[src/design/assert_macros.svh]
// Assertion macros used by the encoder top level.
// Both macros expect clk in scope; AR_ASSERT also expects rst.
`ifndef ASSERT_MACROS_SVH
`define ASSERT_MACROS_SVH

`ifndef SYNTHESIS
// Checked while out of reset.
`define AR_ASSERT(lbl, prop) \
  lbl: assert property (@(posedge clk) disable iff (rst) prop) else $error("assertion failed");
// Checked at every edge, reset included.
`define AR_ASSERT_ALWAYS(lbl, prop) \
  lbl: assert property (@(posedge clk) prop) else $error("assertion failed");
`else
`define AR_ASSERT(lbl, prop)
`define AR_ASSERT_ALWAYS(lbl, prop)
`endif

`endif

[src/design/are_pkg.sv]
`timescale 1ns / 1ps

package are_pkg;

  localparam int SYM_W       = 9;
  localparam int TOT_W       = 17;
  localparam int PROD_W      = TOT_W + 32;
  localparam int INNER_W     = $clog2(PROD_W);
  localparam int RES_W       = 4;
  localparam int MAX_RESULTS = 12;
  localparam int PFX_ITERS   = 8;
  localparam int CUT_ITERS   = 16;
  localparam int FLUSH_BYTES = 4;

  localparam logic [31:0]      RANGE_MIN   = 32'h0000_ffff;
  localparam logic [31:0]      RANGE_FULL  = 32'hffff_ffff;
  localparam logic [31:0]      TOP_MASK    = 32'hff00_0000;
  localparam logic [23:0]      LOW_ZERO    = 24'h00_0000;
  localparam logic [TOT_W-1:0] TOTAL_LIMIT = 17'h0_ffff;
  localparam logic [4:0]       SHIFT_MAX   = 5'd31;

  typedef enum logic [4:0] {
    OP_NONE,
    OP_MODEL_RST,
    OP_CLR,
    OP_START,
    OP_WALK,
    OP_MUL_A,
    OP_MUL_B,
    OP_DIV_LOAD_A,
    OP_DIV_LOAD_B,
    OP_DIV_STEP,
    OP_APPLY,
    OP_EMIT_SHIFT,
    OP_CUT,
    OP_INC,
    OP_SHIFT,
    OP_SUM,
    OP_SET_TOTAL,
    OP_FIN
  } op_t;

  typedef enum logic [4:0] {
    ST_CLR_INIT,
    ST_CLEAR,
    ST_IDLE,
    ST_CHECK,
    ST_WALK,
    ST_WALK_WAIT,
    ST_MUL_A,
    ST_MUL_B,
    ST_DIV_A_LOAD,
    ST_DIV_A,
    ST_DIV_B_LOAD,
    ST_DIV_B,
    ST_APPLY,
    ST_PFX,
    ST_RANGE,
    ST_ADAPT,
    ST_RESCALE_CHK,
    ST_SUM,
    ST_SUM_WAIT,
    ST_SUM_SET,
    ST_FLUSH,
    ST_FINISH
  } state_t;

  typedef struct packed {
    op_t op;
  } cmd_t;

  typedef struct packed {
    logic sym_bad;
    logic sym_end;
    logic idx_at_sym;
    logic idx_at_last;
    logic pfx_ok;
    logic range_ok;
    logic range_zero;
    logic cnt_sat;
    logic need_rescale;
    logic pend_valid;
    logic out_free;
    logic emit_ready;
  } dp_status_t;

endpackage

[src/design/are_ctrl.sv]
`timescale 1ns / 1ps

module are_ctrl
  import are_pkg::*;
(
  input  logic       clk,
  input  logic       rst,
  input  logic       in_valid,
  output logic       in_stall,
  input  dp_status_t status,
  output cmd_t       cmd
);

  state_t             state, state_next;
  logic [INNER_W-1:0] inner, inner_next;
  logic [3:0]         outer, outer_next;

  always_ff @(posedge clk) begin
    if (rst) begin
      state <= ST_CLR_INIT;
      inner <= '0;
      outer <= '0;
    end else begin
      state <= state_next;
      inner <= inner_next;
      outer <= outer_next;
    end
  end

  always_comb begin
    state_next = state;
    inner_next = inner;
    outer_next = outer;
    cmd.op     = OP_NONE;
    in_stall   = 1'b1;
    case (state)
      ST_CLR_INIT: begin
        cmd.op     = OP_MODEL_RST;
        state_next = ST_CLEAR;
      end
      ST_CLEAR: begin
        cmd.op = OP_CLR;
        if (status.idx_at_last) state_next = ST_IDLE;
      end
      ST_IDLE: begin
        in_stall = 1'b0;
        if (in_valid) begin
          cmd.op     = OP_START;
          state_next = ST_CHECK;
        end
      end
      ST_CHECK: begin
        state_next = status.sym_bad ? ST_IDLE : ST_WALK;
      end
      ST_WALK: begin
        cmd.op = OP_WALK;
        if (status.idx_at_sym) state_next = ST_WALK_WAIT;
      end
      ST_WALK_WAIT: state_next = ST_MUL_A;
      ST_MUL_A: begin
        cmd.op     = OP_MUL_A;
        state_next = ST_MUL_B;
      end
      ST_MUL_B: begin
        cmd.op     = OP_MUL_B;
        state_next = ST_DIV_A_LOAD;
      end
      ST_DIV_A_LOAD: begin
        cmd.op     = OP_DIV_LOAD_A;
        inner_next = '0;
        state_next = ST_DIV_A;
      end
      ST_DIV_A: begin
        cmd.op     = OP_DIV_STEP;
        inner_next = inner + 1'b1;
        if (inner == INNER_W'(PROD_W - 1)) state_next = ST_DIV_B_LOAD;
      end
      ST_DIV_B_LOAD: begin
        cmd.op     = OP_DIV_LOAD_B;
        inner_next = '0;
        state_next = ST_DIV_B;
      end
      ST_DIV_B: begin
        cmd.op     = OP_DIV_STEP;
        inner_next = inner + 1'b1;
        if (inner == INNER_W'(PROD_W - 1)) state_next = ST_APPLY;
      end
      ST_APPLY: begin
        cmd.op     = OP_APPLY;
        inner_next = '0;
        outer_next = '0;
        state_next = ST_PFX;
      end
      ST_PFX: begin
        if (inner == INNER_W'(PFX_ITERS) || !status.pfx_ok) begin
          state_next = ST_RANGE;
        end else if (status.emit_ready) begin
          cmd.op     = OP_EMIT_SHIFT;
          inner_next = inner + 1'b1;
        end
      end
      ST_RANGE: begin
        if (status.range_ok) begin
          state_next = ST_ADAPT;
        end else begin
          cmd.op     = OP_CUT;
          outer_next = outer + 1'b1;
          inner_next = '0;
          state_next = (outer == 4'(CUT_ITERS - 1)) ? ST_ADAPT : ST_PFX;
        end
      end
      ST_ADAPT: begin
        inner_next = '0;
        if (status.sym_end) begin
          state_next = ST_FLUSH;
        end else if (status.cnt_sat) begin
          state_next = ST_FINISH;
        end else begin
          cmd.op     = OP_INC;
          state_next = ST_RESCALE_CHK;
        end
      end
      ST_RESCALE_CHK: begin
        if (status.need_rescale) begin
          cmd.op     = OP_SHIFT;
          state_next = ST_SUM;
        end else begin
          state_next = ST_FINISH;
        end
      end
      ST_SUM: begin
        cmd.op = OP_SUM;
        if (status.idx_at_last) state_next = ST_SUM_WAIT;
      end
      ST_SUM_WAIT: state_next = ST_SUM_SET;
      ST_SUM_SET: begin
        cmd.op     = OP_SET_TOTAL;
        state_next = ST_FINISH;
      end
      ST_FLUSH: begin
        if (inner == INNER_W'(FLUSH_BYTES) || status.range_zero) begin
          state_next = ST_FINISH;
        end else if (status.emit_ready) begin
          cmd.op     = OP_EMIT_SHIFT;
          inner_next = inner + 1'b1;
        end
      end
      ST_FINISH: begin
        if (!status.pend_valid || status.out_free) begin
          if (status.pend_valid) cmd.op = OP_FIN;
          state_next = status.sym_end ? ST_CLR_INIT : ST_IDLE;
        end
      end
      default: state_next = ST_CLR_INIT;
    endcase
  end

endmodule

[config.mk]
export PLATFORM = sky130hd
export DESIGN_NAME = are_ctrl
export DESIGN_NICKNAME = d
export VERILOG_FILES = /design/src/design/assert_macros.svh /design/src/design/are_pkg.sv /design/src/design/are_ctrl.sv
export SDC_FILE = /design/constraint.sdc
export NUM_CORES = 1
export LEC_CHECK = 0
export ABC_AREA = 1
export BUFFER_PORTS_ARGS = -buffer_cell sky130_fd_sc_hd__buf_2
export CORE_MARGIN = 2
export CORE_UTILIZATION = 40
export CTS_BUF_LIST = sky130_fd_sc_hd__clkbuf_8
export DETAILED_ROUTE_END_ITERATION = 16
export GPL_TIMING_DRIVEN = 0
export PLACE_DENSITY = 0.6
export SLEW_MARGIN = 40
export SYNTH_ARGS = -nofsm -noshare
export SYNTH_HDL_FRONTEND = slang
export SYNTH_SLANG_ARGS = --single-unit
[constraint.sdc]
create_clock -name clk -period 1.5 [get_ports clk]
set_input_delay 0.075 -clock clk [delete_from_list [all_inputs] [get_ports clk]]
set_output_delay 0.075 -clock clk [all_outputs]
set_load 0.03 [all_outputs]
# --- Yosys cells after proc, flatten, opt, wreduce, memory -nomap -nowiden ---
# Index checks and enable logic that the tools add are counted.
op_classes:
  addsub: 2
  eq_ne: 37
  mux: 36
  n_reduce_logical: 13
op_table:
  columns: ["op", "n"]
  rows:
  - ["$pmux W5 S22", 1]
  - ["$pmux W5 S18", 1]
  - ["$mux W5", 12]
  - ["$eq A5 B4 Y1 const B", 8]
  - ["$eq A5 B5 Y1 const B", 6]
  - ["$pmux W6 S5", 1]
  - ["$mux W4", 7]
  - ["$mux W6", 4]
  - ["$ne A2 B2 Y1 const B", 12]
  - ["$eq A5 B3 Y1 const B", 4]
  - ["$mux W3", 4]
  - ["$eq A5 B2 Y1 const B", 2]
  - ["$reduce_and A9 Y1", 1]
  - ["$mux W2", 4]
  - ["$pmux W4 S2", 1]
  - ["$add A6 B1 Y6 const B", 1]
  - ["$eq A6 B3 Y1 const B", 1]
  - ["$eq A6 B4 Y1 const B", 1]
  - ["$eq A6 B6 Y1 const B", 1]
  - ["$eq A5 B1 Y1 const B", 1]
  - ["$logic_not A5 Y1", 1]
  - ["$reduce_bool A5 Y1", 1]
  - ["$add A4 B1 Y4 const B", 1]
  - ["$eq A4 B4 Y1 const B", 1]
  - ["other kinds (8)", 11]
totals:
  ff_bits: 15
  output_inout_bits: 6
  wordCells: 91

# --- Longest topological paths before layout ---
# Gate-level depths: netlist (run 1).
logic_depth:
  depth_word: 4
  mapped_depth: 13

# --- Worst setup path before layout (run 1) ---
# Ideal clock, no wire load.
synth_path:
  path_type: "reg2reg"
  from: "register inner[0]"
  to: "register inner[0]"
  setup_time_ns: 0.064
  arrival_time_ns: 1.383
  required_time_ns: 1.436
  slack_ns: 0.053
  path_stages_with_launch: 13
  n_path_buf: 0
  synth_period_minus_slack_ns: 1.447
  path_cell_list: "dfxtp_1 inv_1 ha_1 nand2_1 inv_1 nand3_1 nand2_1 nand2_1 nand2_2 nor2_4 and2_4 nor2_1 nor2_1"
synth_via:
  elab_chain_cells: 4
  word_cells_on_any_way: 12
  cone_classes: "add/sub: 1; eq/ne: 4; mux: 4; reduce/logical: 3"
synth_lines:
  columns: ["element", "line", "source"]
  rows:
  - ["start: declaration", "are_ctrl.sv:15", "logic [INNER_W-1:0] inner, inner_next;"]
  - ["start signal: assignment", "are_ctrl.sv:25", "inner <= inner_next;"]
  - ["$add A6 B1 Y6, or another cell as far along", null, null]
  - ["$mux W6, or another cell as far along", "are_ctrl.sv:97, are_ctrl.sv:143", null]
  - ["$mux W6, or another cell as far along", "are_ctrl.sv:141", "if (inner == INNER_W'(FLUSH_BYTES) || status.range_zero) begin"]
  - ["$pmux W6 S5 or $reduce_and A4 Y1 (tied branches)", null, null]
# Several ways; a longest one is shown, not always the timed one. The select of a mux whose other input is x is not followed.
# A chain may end at the register's enable or synchronous reset.

==> flow_summary_export.csv, run 1 <==
group,metric,value,unit
routing,vias,1883,
floorplan,initial_core_util,42.46,%
sta,period_share,114.6,%
routing,drcViolationCount,0,
routing,drt.antenna.violating_nets,0,
placement,dp_hpwl,3176,um
yosys,synthCells,277,
floorplan,rows,22,
flow_run,maxCapViolCount,0,
cts,cts_tree,"yes",
routing,m1WireLength,1996,um
cts,cts_buffers,3,
yosys,synth_nets,295,
cts,cts_sinks,15,
finish,final_util,58.28,%
critical_path,reg2reg_to,"inner[5]",
sta,period_needed,1.719,ns
critical_path,rr_startpoint,"state[0]",
critical_path,cp_max_fo,7,
power,p_total,2.075,mW
critical_path,worstSetupStartpoint,"state[0]",
placement,place_area,1738,um2
finish,insertedDiodeCount,0,
worst_hold_path,min_path_type,"input port to register",
floorplan,die_h,66.81,um
yosys,synth_top_area_share,19.03,%
routing,wl_met2,2357,um
cts,cts_buffer_depth,2,
critical_path,crit_end,"cmd[3]",
critical_path,cp-end-kind,"primary output",
cts,cts-root-buf,"clkbuf_8",
sta,worst_slack,-0.2194,ns
placement,gp_congestion,0.9051,
grt,grt_pass1_vias,1754,
worst_hold_path,holdPathStages,2,
routing,dr.pass1.iters,5,
routing,avgViaCountPerCell,5.089,
yosys,synth_area,1578,um2
grt,antenna_found_initial,0,
finish,fin_nets,341,
finish,area_delta_synth_final,37.27,%
routing,wl_met3,236,um
yosys,synth_top_area_cell,"dfxtp_1",
finish,finalInstanceArea,2166,um2
run_status,violations,"setup timing",
yosys,synth.area.top_cells,"dfxtp_1, nand2_1, nand3_1",
power,p_per_area,957.9,nW/um2
floorplan,dieArea,4463,um2
floorplan,die_w,66.81,um
sta,maxSlewViolCount,0,
critical_path,start_kind,"register",
grt,grt_pass1_wl,7638,um
grt,grt_overflow_total,0,
power,power_leakage,1.110,nW
grt,track_usage,22.23,%
critical_path,r2r_cells,11,
yosys,synth-seq-area-share,19.03,%
grt,grt_max_degree,11,
floorplan,core_area,3716,um2
sta,max_freq,581.6,MHz
critical_path,arrival,1.64,ns
sta,max_slew_margin,84.54,%
power,peakVddDrop,467.1,uV
placement,place_ws,-0.1771,ns
cts,htree_levels,1,
finish,fill_cells,369,
critical_path,crit_type,"register to primary output",
placement,portBuffers,20,
routing,top_layer,"met4",
floorplan,num_io_pins,21,
critical_path,r2r_setup_slack,-0.10,ns
run_status,status,"complete, but fails checks",
sta,setup_violations,15,
critical_path,cp_data_required_time,1.42,ns
yosys,synth-seq-cells,15,
cts,clk_pin_slew,0.07,ns
sta,hold_viol_final,0,
cts,clk-insertion-delay-late,0.25,ns
yosys,synth_cell_type_count,26,
sta,rsz0062_at_grt,"yes",
routing,postRouteWirelength,4775,um
sta,worst_slew_pin_slew,0.2301,ns
sta,skew,0.0008841,ns
finish,drive_above_1_share,38.20,%
yosys,yosysWarnings,0,
yosys,syn_area_per_cell,5.696,um2
routing,routedWlPerCell,12.91,um
routing,drt_iter0_drc,203,
sta,fin_tns_setup,-1.503,ns
[per-stage QoR]
step / hold slack [ns] / cells
final: 0.06780 / 370
after CTS: 0.06290 / 364
after detailed placement: 0.3386 / 345
after global routing: 0.06857 / 370
after global placement: 0.3372 / 345
after floorplan: 0.1441 / 277
[cells by family after synthesis]
logic type	after synthesis	synth area share (%)
adders and majority gates	3	2.379
xor gates and xnor gates	1	0.5552
AOI/OAI and AO/OA	21	7.137
DFF	15	19.03
buffers and inverters	49	14.27
and+or+nand+nor	188	56.62
[registers in the layout, indices dropped and copies added (netlist names)]
register / count
inner: 6
state: 5
outer: 4
[worst max-delay path: stages, from the launching register on]
cell,delay [ns]
dfxtp_2,0.33
buf_8,0.13
inv_6,0.05
nor2_4,0.16
nand3_4,0.11
inv_2,0.07
nand4_1,0.14
inv_2,0.09
nor2_1,0.04
nand3_1,0.12
buf_6,0.15
[cells in the final DEF, fill, tap and decap left out]
cell type,Yosys,final
a211oi_2,0,1
a21oi_1,10,9
a21oi_2,0,1
and2_0,1,1
and2_4,1,1
and3_1,1,1
buf_2,1,16
buf_4,0,22
buf_6,5,6
buf_8,0,1
clkbuf_8,0,3
clkinv_2,0,1
dfxtp_1,15,9
dfxtp_2,0,3
dfxtp_4,0,3
ha_1,3,2
ha_4,0,1
inv_1,36,32
inv_2,6,8
inv_4,1,1
inv_6,0,2
nand2_1,72,64
nand2_2,7,15
nand2_4,2,3
nand3_1,35,27
nand3_2,3,9
nand3_4,0,2
nand3b_1,1,1
nand4_1,3,3
nor2_1,44,35
nor2_2,4,7
nor2_4,7,14
nor3_1,7,6
nor3_4,0,1
o211ai_1,2,2
o21ai_0,8,6
o21ai_2,0,2
xor2_1,1,1
[synthesized netlist by cell type]
library cell	n
nand2_1	72
nand2_2	7
o21ai_0	8
nand3_2	3
nand2_4	2
and2_0	1
buf_6	5
nand4_1	3
and2_4	1
inv_1	36
nor2_1	44
nand3_1	35
nand3b_1	1
ha_1	3
inv_4	1
dfxtp_1	15
buf_2	1
nor2_2	4
a21oi_1	10
nor2_4	7
o211ai_1	2
nor3_1	7
inv_2	6
a211oi_1	1
and3_1	1
xor2_1	1
[where the power goes]
part | internal, mW | total [mW] | leakage [nW] | switching, mW
clock | 0.184 | 0.339 | 0.0255 | 0.155
combinational | 0.514 | 1.28 | 0.960 | 0.768
sequential | 0.428 | 0.454 | 0.125 | 0.0254
total | 1.13 | 2.07 | 1.11 | 0.948
[layer usage]
layer  GRT usage (%)  up-vias
li1                -      970
met1           25.87      842
met2           38.25       56
met3           4.054       15
met4           11.99        0
met5               0        -
[how the worst min path moves through the flow]
| stage | startpoint | endpoint | slack (ns) |
|---|---|---|---|
| after global routing | rst | state[4] | 0.07 |
| after CTS | rst | state[2] | 0.06 |
| after floorplan | rst | state[0] | 0.14 |
| after global placement | rst | state[1] | 0.34 |
| final | rst | state[4] | 0.07 |
| after detailed placement | rst | state[1] | 0.34 |
[timing repair]
action                     4_1_cts  5_1_grt
setup endpoints to repair       16       17
hold buffers                     0        0
resized for setup               42       30
gates cloned                     0        2
pin swaps                       22       17
setup buffers                   15        6
[area by class of cell]
class                           instances  area, um2  share of cell area [%]
Timing Repair Buffer                   41      285.3                   13.17
Buffer                                  4      42.54                   1.964
Clock inverter                          1      5.005                  0.2311
Multi-Input combinational cell        215       1242                   57.37
Sequential cell                        15      315.3                   14.56
Clock buffer                            3      41.29                   1.906
Inverter                               43      173.9                   8.030
Tap cell                               48      60.06                   2.773
Note: power is estimated with default switching activity, not from simulation.
==> run 2, diff against run 1 <==
--- a/config.mk
+++ b/config.mk
@@ -8,11 +8,11 @@
 export ABC_AREA = 1
 export BUFFER_PORTS_ARGS = -buffer_cell sky130_fd_sc_hd__buf_2
 export CORE_MARGIN = 2
-export CORE_UTILIZATION = 40
+export CORE_UTILIZATION = 54
 export CTS_BUF_LIST = sky130_fd_sc_hd__clkbuf_8
 export DETAILED_ROUTE_END_ITERATION = 16
 export GPL_TIMING_DRIVEN = 0
-export PLACE_DENSITY = 0.6
+export PLACE_DENSITY = 0.77
 export SLEW_MARGIN = 40
 export SYNTH_ARGS = -nofsm -noshare
 export SYNTH_HDL_FRONTEND = slang
==> run 2 against run 1 <==
The run still ends with setup timing left. Worst setup slack better by 0.0087 ns. Cell area grew 2.7%. Wire length up 0.52%. First-iteration DRC count shrank 32%. Core utilization rose by 22 points. Hold slack improved by 0.0049 ns. Final cell count down 4.9%. Sequential share of layout area shrank 0.43 points. Combinational power is essentially flat. Non-clock buffer count shrank 1. Total power rose by 1.4%. Global-route usage grew 4.2 points. Critical endpoint is now cmd[0]. Largest cell class unchanged. Largest power group unchanged.
==> flow_summary_export.csv, run 2 (synthesized netlist as in run 1, its figures left out) <==
group,metric,value,unit
run_status,status,"complete, but fails checks",
run_status,violations,"setup timing",
flow_run,maxCapViolCount,0,
finish,top_register,"inner",
placement,dp_hpwl,2948,um
grt,grt_max_degree,11,
finish,finalInstanceArea,2223,um2
sta,period_share,114.0,%
cts,cts_sinks,15,
sta,period_needed,1.711,ns
critical_path,r2r_cells,11,
critical_path,arrival,1.64,ns
placement,place_area,1717,um2
finish,largest_reg_flops,6,
floorplan,die_w,58.06,um
routing,wl_met2,2232,um
cts,cts_buffer_depth,2,
power,pwr-share-seq,22.1,%
sta,hold_slack,0.07274,ns
routing,dr.pass1.iters,4,
critical_path,cp-end-kind,"primary output",
routing,avgViaCountPerCell,5.466,
finish,reg.largest.list,"inner (6), state (5), outer (4)",
grt,antenna_found_initial,0,
routing,drt_iter0_drc,139,
finish,area_delta_synth_final,40.92,%
grt,grt_pass1_vias,1667,
sta,max_slew_margin,81.45,%
routing,m1WireLength,2166,um
cts,postCtsHoldBufs,0,
sta,hold_viol_final,0,
critical_path,cp_max_fo,7,
power,power_leakage,1.149,nW
worst_hold_path,min_path_type,"input port to register",
finish,drive_above_1_share,43.61,%
grt,track_usage,26.45,%
power,p_int,1.139,mW
floorplan,core_area,2758,um2
placement,portBuffers,20,
cts,cts_buffers,3,
cts,clk-insertion-delay-late,0.25,ns
routing,drcViolationCount,0,
worst_hold_path,min-delay-start,"rst",
routing,postRouteWirelength,4800,um
grt,grt_pass1_wl,7010,um
finish,mostFrequentLayoutCells,"nand2_1, inv_1, nor2_1",
worst_hold_path,hold-path-endpoint,"state[2]",
critical_path,start_kind,"register",
routing,routedWlPerCell,13.64,um
grt,grt_overflow_total,0,
critical_path,r2r_setup_slack,-0.13,ns
critical_path,crit_type,"register to primary output",
critical_path,worstSetupStartpoint,"state[0]",
routing,top_layer,"met4",
critical_path,rr_startpoint,"state[0]",
sta,maxSlewViolCount,0,
sta,setup_violations,15,
worst_hold_path,holdPathStages,2,
floorplan,die_h,58.06,um
finish,fin_nets,340,
sta,worst_slew_pin_slew,0.2766,ns
sta,skew,0.0004936,ns
floorplan,dieArea,3370,um2
cts,htree_levels,1,
cts,cts-root-buf,"clkbuf_8",
power,switching_power,0.9650,mW
power,swShare,45.87,%
power,p_per_area,946.1,nW/um2
routing,vias,1924,
cts,cts_tree,"yes",
critical_path,cp_data_required_time,1.42,ns
finish,insertedDiodeCount,0,
sta,rsz0062_at_grt,"yes",
floorplan,initial_core_util,57.21,%
floorplan,rows,19,
sta,worst_slack,-0.2107,ns
power,peakVddDrop,1202,uV
finish,final_util,80.63,%
cts,clk_pin_slew,0.06,ns
finish,fill_cells,170,
placement,gp_congestion,0.9737,
critical_path,reg2reg_to,"inner[5]",
power,clkPwrFrac,15.4,%
finish,layout_commonest_cell,"nand2_1",
power,combPwrFrac,62.5,%
routing,wl_met3,278,um
routing,drt.antenna.violating_nets,0,
sta,max_freq,584.6,MHz
placement,place_ws,-0.1687,ns
floorplan,num_io_pins,21,
## run 2: changes by cell type in the layout (fill, tap and decap cells not counted), moves of 3 or more
cell and delta:
nand2_1 -8, nor2_1 -6, nand2_2 +5, nor2_4 +5
buf_4 -3, inv_4 +3, nand3_1 -3, nand3_2 +3
## run 2: how the worst max path moves through the flow
| stage | end | slack, ns |
|---|---|---|
| floorplan | inner[0] | 0.05 |
| global placement | state[0] | -0.14 |
| detailed placement | inner[0] | -0.17 |
| CTS | cmd[1] | -0.16 |
| global route | cmd[0] | -0.27 |
| finish | cmd[0] | -0.21 |
## run 2: power groups by stage
stage | sequential, mW | clock (mW) | combinational, mW
after floorplan | 0.448 | 0 | 0.752
after global placement | 0.449 | 0 | 0.932
after detailed placement | 0.450 | 0 | 0.933
after CTS | 0.442 | 0.331 | 1.04
after global routing | 0.469 | 0.347 | 1.41
final | 0.464 | 0.325 | 1.31
## run 2: layout make-up
cell class	instances	area, um2	share of cell area, %
Multi-Input combinational cell	215	1328	59.71
Sequential cell	15	314.1	14.12
Timing Repair Buffer	40	279.0	12.55
Inverter	43	176.4	7.935
Buffer	4	42.54	1.913
Clock buffer	3	41.29	1.857
Tap cell	31	38.79	1.745
Clock inverter	1	3.754	0.1688
## run 2: what timing repair did
action                     in CTS  in global routing
setup buffers                   9                 10
pin swaps                      14                 31
setup endpoints to repair      16                 16
hold endpoints to repair        0                  0
gates resized for setup        34                 66
gates cloned                    0                  3
## run 2: metal layers
layer	vias up	GRT usage, %
met5	-	0
met1	859	35.98
met2	80	41.23
li1	969	-
met3	16	4.241
met4	0	11.63
## run 2: stage by stage
| step | cells | total power [mW] | TNS [ns] |
|---|---|---|---|
| floorplan | 277 | 1.200 | 0 |
| global placement | 328 | 1.381 | -1.331 |
| detailed placement | 328 | 1.383 | -1.482 |
| CTS | 341 | 1.814 | -0.9179 |
| global route | 352 | 2.223 | -2.515 |
| finish | 352 | 2.104 | -1.493 |
## run 2: worst max-delay path, stage by stage, from the launching register on
cell and delay [ns]:
dfxtp_2 0.32, buf_8 0.14, nor2_4 0.18, nand3_2 0.14, inv_2 0.10, nand3_4 0.08
nor2_4 0.16, nor2_4 0.05, nand3_2 0.07, buf_6 0.13
